<file path="src/design/lca_pkg.sv">
// Package for the lowest-common-ancestor block: sizes, state and select codes,
// and the command/status structs between controller and datapath.
// No dependencies.
package lca_pkg;

    // Node index width; the node count follows from it
    localparam int NODE_W  = 10;
    localparam int NODES   = 1 << NODE_W;
    // Jump levels per node
    localparam int LEVELS  = 10;
    localparam int LEVEL_W = (LEVELS > 1) ? $clog2(LEVELS) : 1;
    // Depth field
    localparam int DEPTH_W = 10;
    localparam logic [DEPTH_W-1:0] DEPTH_MAX = {DEPTH_W{1'b1}};
    // Jump table is addressed as {node, level}
    localparam int JMP_DEPTH = NODES << LEVEL_W;

    localparam logic [LEVEL_W-1:0] LEVEL_TOP = LEVEL_W'(LEVELS - 1);

    // Request opcodes
    localparam logic OP_LOAD  = 1'b0;
    localparam logic OP_QUERY = 1'b1;

    typedef enum logic [4:0] {
        ST_IDLE,
        ST_LD_DRD,
        ST_LD_DWR,
        ST_LD_JRD,
        ST_LD_JWR,
        ST_Q_CHK,
        ST_Q_DB,
        ST_Q_SW,
        ST_L1_RD,
        ST_L1_DEP,
        ST_L1_CMP,
        ST_MID,
        ST_L2_RU,
        ST_L2_RV,
        ST_L2_CMP,
        ST_FIN_RD,
        ST_FIN_CAP,
        ST_RES_RD,
        ST_RES_OUT
    } t_state;

    // Jump table read address select
    typedef enum logic [1:0] {
        JRD_U,
        JRD_V,
        JRD_U0,
        JRD_MID
    } t_jrd_sel;

    // Depth table read address select
    typedef enum logic [1:0] {
        DRD_U,
        DRD_V,
        DRD_UP,
        DRD_RES
    } t_drd_sel;

    // Level counter operation
    typedef enum logic [2:0] {
        K_HOLD,
        K_ONE,
        K_TOP,
        K_INC,
        K_DEC
    } t_k_op;

    typedef struct packed {
        logic     ld_in;
        t_jrd_sel jrd_sel;
        t_drd_sel drd_sel;
        logic     dep_wr;
        logic     jmp_wr0;
        logic     jmp_wrk;
        logic     cap_du;
        logic     cap_dv_swap;
        logic     cap_up;
        logic     lift1;
        logic     cap_pu;
        logic     lift2;
        logic     res_u;
        logic     res_jmp;
        logic     out_ld;
        t_k_op    k_op;
    } t_dp_cmd;

    typedef struct packed {
        logic same;
        logic k_zero;
        logic k_last;
    } t_dp_stat;

endpackage

</file>
<file path="src/design/lca_ctrl.sv">
// Controller: sequences table reads and writes for loads and queries.
// Uses lca_pkg; drives lca_dp through t_dp_cmd.
module lca_ctrl
    import lca_pkg::*;
(
    input  logic     i_clk,
    input  logic     i_rst_n,
    input  logic     start,
    input  logic     i_op,
    input  t_dp_stat i_stat,
    output t_dp_cmd  o_cmd,
    output logic     busy,
    output logic     o_result_valid
);

    t_state r_state, n_state;
    logic   r_valid, n_valid;

    // State and strobe registers
    always_ff @(posedge i_clk) begin
        if (!i_rst_n) begin
            r_state <= ST_IDLE;
            r_valid <= 1'b0;
        end else begin
            r_state <= n_state;
            r_valid <= n_valid;
        end
    end

    // Next state and datapath commands
    always_comb begin
        n_state = r_state;
        n_valid = 1'b0;
        o_cmd   = '0;
        case (r_state)
            ST_IDLE: begin
                if (start) begin
                    o_cmd.ld_in = 1'b1;
                    n_state = (i_op == OP_QUERY) ? ST_Q_CHK : ST_LD_DRD;
                end
            end
            // Load: parent depth, then level 0, then levels 1 and up
            ST_LD_DRD: begin
                o_cmd.drd_sel = DRD_V;
                n_state = ST_LD_DWR;
            end
            ST_LD_DWR: begin
                o_cmd.dep_wr  = 1'b1;
                o_cmd.jmp_wr0 = 1'b1;
                o_cmd.k_op    = K_ONE;
                if (LEVELS > 1) begin
                    n_state = ST_LD_JRD;
                end else begin
                    o_cmd.res_u = 1'b1;
                    n_state = ST_RES_RD;
                end
            end
            ST_LD_JRD: begin
                o_cmd.jrd_sel = JRD_MID;
                n_state = ST_LD_JWR;
            end
            ST_LD_JWR: begin
                o_cmd.jmp_wrk = 1'b1;
                if (i_stat.k_last) begin
                    o_cmd.res_u = 1'b1;
                    n_state = ST_RES_RD;
                end else begin
                    o_cmd.k_op = K_INC;
                    n_state = ST_LD_JRD;
                end
            end
            // Query: same node short cut, then both depths
            ST_Q_CHK: begin
                o_cmd.drd_sel = DRD_U;
                if (i_stat.same) begin
                    o_cmd.res_u = 1'b1;
                    n_state = ST_RES_RD;
                end else begin
                    n_state = ST_Q_DB;
                end
            end
            ST_Q_DB: begin
                o_cmd.drd_sel = DRD_V;
                o_cmd.cap_du  = 1'b1;
                n_state = ST_Q_SW;
            end
            ST_Q_SW: begin
                o_cmd.cap_dv_swap = 1'b1;
                o_cmd.k_op = K_TOP;
                n_state = ST_L1_RD;
            end
            // First pass: jump entry, its depth, compare
            ST_L1_RD: begin
                o_cmd.jrd_sel = JRD_U;
                n_state = ST_L1_DEP;
            end
            ST_L1_DEP: begin
                o_cmd.cap_up  = 1'b1;
                o_cmd.drd_sel = DRD_UP;
                n_state = ST_L1_CMP;
            end
            ST_L1_CMP: begin
                o_cmd.lift1 = 1'b1;
                if (i_stat.k_zero) begin
                    n_state = ST_MID;
                end else begin
                    o_cmd.k_op = K_DEC;
                    n_state = ST_L1_RD;
                end
            end
            ST_MID: begin
                if (i_stat.same) begin
                    o_cmd.res_u = 1'b1;
                    n_state = ST_RES_RD;
                end else begin
                    o_cmd.k_op = K_TOP;
                    n_state = ST_L2_RU;
                end
            end
            // Second pass: both jump entries, compare
            ST_L2_RU: begin
                o_cmd.jrd_sel = JRD_U;
                n_state = ST_L2_RV;
            end
            ST_L2_RV: begin
                o_cmd.cap_pu  = 1'b1;
                o_cmd.jrd_sel = JRD_V;
                n_state = ST_L2_CMP;
            end
            ST_L2_CMP: begin
                o_cmd.lift2 = 1'b1;
                if (i_stat.k_zero) begin
                    n_state = ST_FIN_RD;
                end else begin
                    o_cmd.k_op = K_DEC;
                    n_state = ST_L2_RU;
                end
            end
            // Answer is the parent of the final u
            ST_FIN_RD: begin
                o_cmd.jrd_sel = JRD_U0;
                n_state = ST_FIN_CAP;
            end
            ST_FIN_CAP: begin
                o_cmd.res_jmp = 1'b1;
                n_state = ST_RES_RD;
            end
            // Depth of the answer, then present it
            ST_RES_RD: begin
                o_cmd.drd_sel = DRD_RES;
                n_state = ST_RES_OUT;
            end
            ST_RES_OUT: begin
                o_cmd.out_ld = 1'b1;
                n_valid = 1'b1;
                n_state = ST_IDLE;
            end
            default: begin
                n_state = ST_IDLE;
            end
        endcase
    end

    assign busy           = (r_state != ST_IDLE);
    assign o_result_valid = r_valid;

endmodule

</file>
<file path="config.mk">
export PLATFORM = sky130hd
export DESIGN_NAME = lca_ctrl
export DESIGN_NICKNAME = d
export VERILOG_FILES = /design/src/design/lca_pkg.sv /design/src/design/lca_ctrl.sv
export SDC_FILE = /design/constraint.sdc
export NUM_CORES = 1
export LEC_CHECK = 0
export BUFFER_PORTS_ARGS = -buffer_cell sky130_fd_sc_hd__buf_2
export CAP_MARGIN = 40
export CORE_MARGIN = 8
export CORE_UTILIZATION = 30
export DETAILED_ROUTE_END_ITERATION = 7
export GPL_TIMING_DRIVEN = 1
export SLEW_MARGIN = 30
export SYNTH_ARGS = -nofsm -noshare
export SYNTH_HDL_FRONTEND = slang
export SYNTH_SLANG_ARGS = --single-unit
</file>
<file path="constraint.sdc">
create_clock -name i_clk -period 3.6 [get_ports i_clk]
set_input_delay 0.18 -clock i_clk [delete_from_list [all_inputs] [get_ports i_clk]]
set_output_delay 0.18 -clock i_clk [all_outputs]
set_load 0.1 [all_outputs]
</file>
==> results.sh, run 1 <==
export IMPL_synthesis_nets=102
export IMPL_ys_seq_elements=6
export IMPL_r2r_end="r_state[2]"
export IMPL_min_to="o_result_valid"
export IMPL_cts_resized_gates=0
export IMPL_syn_inst=95
export IMPL_crit_path_start_kind="flop"
export IMPL_holdPathStages=2
export IMPL_ys_seq_area_frac=0.191
export IMPL_worstMarginPinSlew_ps=633
export IMPL_cts_tree="done"
export IMPL_cp_required_ps=3420
export IMPL_grt_pass1_vias=682
export IMPL_dr_pass1_iters=4
export IMPL_start_util=0.321
export IMPL_path_class="reg2out"
export IMPL_htreeDepth=1
export IMPL_leakagePower_nw=0.396
export IMPL_io_buffers=28
export IMPL_synthToLayoutAreaGrowth_pct=23.5
export IMPL_vias_per_cell=5.00
export IMPL_gp_congestion=0.885
export IMPL_synthArstFlopShare=0
export IMPL_die_w_um=61.8
export IMPL_synth_area_leaders="dfxtp_1 (19%), nor2_1 (8.3%), buf_2 (5.6%), nor3_1 (5.6%), nand2_1 (5.4%)"
export IMPL_io_pins=29
export IMPL_hold_violations=0
export IMPL_cp_arrival_ps=1990
export IMPL_status="complete, no violations"
export IMPL_p_per_area_nw_per_um2=750
export IMPL_synth_edf_count=0
export IMPL_min_from="i_rst_n"
export IMPL_globalRouteOverflowTotal=0
export IMPL_synth_top_area_cell="dfxtp_1"
export IMPL_coreArea_um2=1960
export IMPL_synth_cell_types=33
export IMPL_final_cell_mix="buf_2 (28), nor2_1 (14), nand2_1 (9), nor3_1 (7)"
export IMPL_routed_wl_um=1830
export IMPL_period_share=0.603
export IMPL_antenna_found_initial=0
export IMPL_drt_iter0_markers=10
export IMPL_layout_nets=125
export IMPL_yosysWarnings=0
export IMPL_cts_setup_buffers=0
export IMPL_via_count=715
export IMPL_placed_area_um2=754
export IMPL_r2r_setup_slack_ps=1930
export IMPL_cts_buffers=3
export IMPL_fill_cells=232
export IMPL_diodes=0
export IMPL_grt_util_all_layers=0.101
export IMPL_final_area_um2=777
export IMPL_die_area_um2=3820
export IMPL_cp_max_fo=19
export IMPL_holdBufCountCts=0
export IMPL_insertion_delay_ps=240
export IMPL_die_y_um=61.8
export IMPL_grt_max_degree=22
export IMPL_rsz0062_at_grt="false"
export IMPL_root_buffer="clkbuf_4"
export IMPL_finalCriticalPeriod_ps=2170
export IMPL_drv_slew=0
export IMPL_hold_ws_ps=174
export IMPL_drive_above_1_share=0.302
export IMPL_timing_fmax_ghz=0.461
export IMPL_synth_flop_cell="dfxtp_1"
export IMPL_wire_per_inst_um=12.8
export IMPL_drc=0
export IMPL_setup_violations_final=0
export IMPL_tns_ps=0
export IMPL_worst_ir_drop_vdd_uv=402
export IMPL_clock_skew_ps=3.55
export IMPL_dp_hpwl_um=1420
export IMPL_syn_avg_cell_area_um2=6.62
export IMPL_min_path_type="in2reg"
export IMPL_antenna_left=0
export IMPL_core_rowCount=16
export IMPL_slew_headroom=0.578
export IMPL_end_kind="output pin"
export IMPL_cts_sinks=6
export IMPL_netlist_area_um2=629
export IMPL_clk_pin_slew_worst_paths_ps=40
export IMPL_grt_pass1_wl_um=3000
export IMPL_cap_violations=0
export IMPL_reg2reg_from="r_state[3]"
export IMPL_reg2reg_depth=4
export IMPL_layout_commonest_cell="buf_2"
export IMPL_clk_path_buf_depth=2
export IMPL_yosys_area_top_type_share=0.191
export IMPL_finish_utilization=0.396
==> Yosys cell counts (all sizes together), types with 2 or more instances <==
cell type  instances
a21o               2
inv                4
o22ai              2
nand2              9
o21ai              5
nand3b             3
buf               10
nor2b              2
nor3               7
nor4               2
nand2b             3
and3               4
or3                2
nor2              14
dfxtp              6
a21oi              6
==> worst max-delay path by stage <==
stage	startpoint	to	slack [ps]	cells past startpoint
2_1_floorplan	r_state[3]	o_cmd[0]	490	3
3_3_place_gp	r_state[3]	o_cmd[1]	1700	5
3_5_place_dp	r_state[3]	o_cmd[1]	1660	5
4_1_cts	r_state[3]	o_cmd[1]	1400	5
5_1_grt	r_state[3]	o_cmd[1]	1250	5
6_report	r_state[2]	o_cmd[5]	1430	5
==> registers in the layout, indices dropped and copies added, names as in the netlist <==
name,count
r_state,5
o_result_valid,1
==> layer usage <==
metal  up-vias  global-route usage  share of wire
met4         0              0.0195              0
li1        376                   -              -
met1       313               0.128           0.49
met5         -                   0              0
met2        26               0.160           0.44
met3         0              0.0370          0.073
==> cells by family (layout without fill, tap and decap cells) <==
logic type             Yosys count  count (layout)  synth area share
AND/OR/NAND/NOR                 52              52             0.435
AO/OA/AOI/OAI                   22              22             0.239
buffers and inverters           14              35             0.121
XOR/XNOR                         1               1            0.0139
flip-flops                       6               6             0.191
==> where the power goes <==
group | internal (W) | switching (W)
clock | 0.0000375 | 0.0000215
sequential | 0.0000772 | 0.0000457
combinational | 0.0000786 | 0.000322
==> stage by stage <==
step	setup WS, ps	total power, W	cells
2_1_floorplan	490	0.000473	95
3_3_place_gp	1700	0.000523	140
3_5_place_dp	1660	0.000524	140
4_1_cts	1400	0.000587	143
5_1_grt	1250	0.000617	143
6_report	1430	0.000582	143
==> layout make-up <==
class / count / area, µm² / area share
Clock buffer: 3 / 22.5 / 0.0290
Inverter: 4 / 15.0 / 0.0193
Multi-Input combinational cell: 75 / 445 / 0.573
Sequential cell: 6 / 120 / 0.155
Tap cell: 27 / 33.8 / 0.0435
Timing Repair Buffer: 28 / 140 / 0.180
==> worst max-delay path, cell delays in order, from the launching register on <==
cell and delay, ps:
dfxtp_1 700, and3b_1 250, o2111a_1 260, a21oi_1 190, inv_1 60, buf_2 290
Note: power is estimated with default switching activity, not from simulation.
==> run 2, diff against run 1 <==
clock period = 2 ns   (was 3.6 ns; I/O delays follow)
==> run 2 against run 1 <==
Effect of this change: wire length increased by 4.1%; largest power group unchanged; critical endpoint is now o_cmd[4]; sequential power increased by 71%; first-iteration DRC count increased by 80%; cell area increased by 30%.
==> results.sh, run 2 (synthesized netlist as in run 1, its figures left out) <==
export IMPL_status="complete, no violations"
export IMPL_cp_arrival_ps=1660
export IMPL_grt_util_all_layers=0.105
export IMPL_p_per_area_nw_per_um2=1200
export IMPL_io_buffers=28
export IMPL_cp_num_buf_inv=1
export IMPL_drt_iter0_markers=18
export IMPL_dr_pass1_iters=4
export IMPL_layout_nets=128
export IMPL_die_area_um2=3820
export IMPL_grt_pass1_vias=727
export IMPL_timing_fmax_ghz=0.567
export IMPL_crit_chain="or3_4 -> nor3_2 -> buf_2"
export IMPL_die_y_um=61.8
export IMPL_worst_slack_ps=237
export IMPL_dp_slack_ps=292
export IMPL_rsz0062_at_grt="false"
export IMPL_timing_critical_path_slowest_stage_cell="or3_4"
export IMPL_path_class="reg2out"
export IMPL_via_count=760
export IMPL_core_rowCount=16
export IMPL_tns_ps=0
export IMPL_vias_per_cell=5.21
export IMPL_cts_buffers=3
export IMPL_clock_skew_ps=0.576
export IMPL_min_path_type="in2reg"
export IMPL_routed_wl_um=1900
export IMPL_layout_commonest_cell="buf_2"
export IMPL_diodes=0
export IMPL_worstMarginPinSlew_ps=494
export IMPL_cts_tree="done"
export IMPL_antenna_left=0
export IMPL_drv_slew=0
export IMPL_slew_headroom=0.673
export IMPL_wire_per_inst_um=13.0
export IMPL_clk_pin_slew_worst_paths_ps=40
export IMPL_finalCriticalPeriod_ps=1760
export IMPL_cts_sinks=6
export IMPL_largest_register_ffs=5
export IMPL_drive_above_1_share=0.429
export IMPL_drc=0
export IMPL_end_kind="output pin"
export IMPL_synthToLayoutAreaGrowth_pct=60.0
export IMPL_cap_violations=0
export IMPL_globalRouteOverflowTotal=0
export IMPL_gp_congestion=0.819
export IMPL_dp_hpwl_um=1560
export IMPL_setup_violations_final=0
export IMPL_total_power_w=0.00121
export IMPL_cp_max_fo=19
export IMPL_final_cell_mix="buf_2 (17), nor2_1 (10), buf_12 (10), nand2_1 (9), a21oi_1 (6)"
export IMPL_die_w_um=61.8
export IMPL_worst_ir_drop_vdd_uv=634
export IMPL_crit_path_start_kind="flop"
export IMPL_root_buffer="clkbuf_4"
export IMPL_top_register="r_state"
export IMPL_io_pins=29
export IMPL_critPathMaxStageDelay_ps=460
export IMPL_coreArea_um2=1960
export IMPL_antenna_found_initial=0
export IMPL_grt_max_degree=20
export IMPL_hold_violations=0
export IMPL_start_util=0.321
export IMPL_hold_ws_ps=107
export IMPL_clk_path_buf_depth=2
export IMPL_cp_required_ps=1900
export IMPL_htreeDepth=1
export IMPL_grt_pass1_wl_um=3120
export IMPL_cp_top_family="simple AND/OR/NAND/NOR gates"
export IMPL_leakagePower_nw=0.452
export IMPL_insertion_delay_ps=230
export IMPL_finish_utilization=0.513
export IMPL_period_share=0.881
## run 2: changes by cell type in the layout (fill, tap and decap cells not counted), moves of 2 or more
cell	before	now
nor2_2	0	3
buf_12	0	10
nor2_1	14	10
dfxtp_1	6	2
nor3_1	7	4
buf_2	28	17
nor3_2	0	2
buf_4	0	3
dfxtp_2	0	4
## run 2: stage by stage
stage | instances | cell area, µm²
floorplan | 95 | 692
global placement | 143 | 977
detailed placement | 143 | 977
CTS | 146 | 1000
global route | 146 | 1010
finish | 146 | 1010
## run 2: layout make-up
cell class	count	area (µm²)
clock buffer	3	22.5
fill	212	955
inverter	4	15.0
timing repair buffer	31	315
tap	27	33.8
sequential	6	125
multi-input combinational	75	495
## run 2: worst paths after layout
kind / start / cells past startpoint / slack [ps] / endpoint
worst min-delay path: i_rst_n / 2 / 110 / o_result_valid
worst min register to register: r_state[0] / 2 / 590 / r_state[3]
worst max-delay path: r_state[3] / 3 / 240 / o_cmd[4]
worst max register to register: r_state[3] / 4 / 470 / r_state[2]
## run 2: what timing repair did
item                                    4_1_cts  5_1_grt
gates resized for setup                       0        5
hold buffers                                  0        0
buffers inserted                              0        0
endpoints found under the setup margin        0       10
## run 2: report_power, final
part | internal, W | switching, W | total [W]
combinational | 0.000258 | 0.000640 | 0.000898
sequential | 0.000143 | 0.0000669 | 0.000210
clock | 0.0000674 | 0.0000364 | 0.000104
## run 2: per-layer routing
| layer | global-route usage | share of wire | vias up |
|---|---|---|---|
| met5 | 0 | 0 | - |
| met4 | 0.0584 | 0.0026 | 0 |
| met3 | 0.0165 | 0.079 | 2 |
| met2 | 0.173 | 0.48 | 25 |
| met1 | 0.126 | 0.43 | 353 |
| li1 | - | - | 380 |
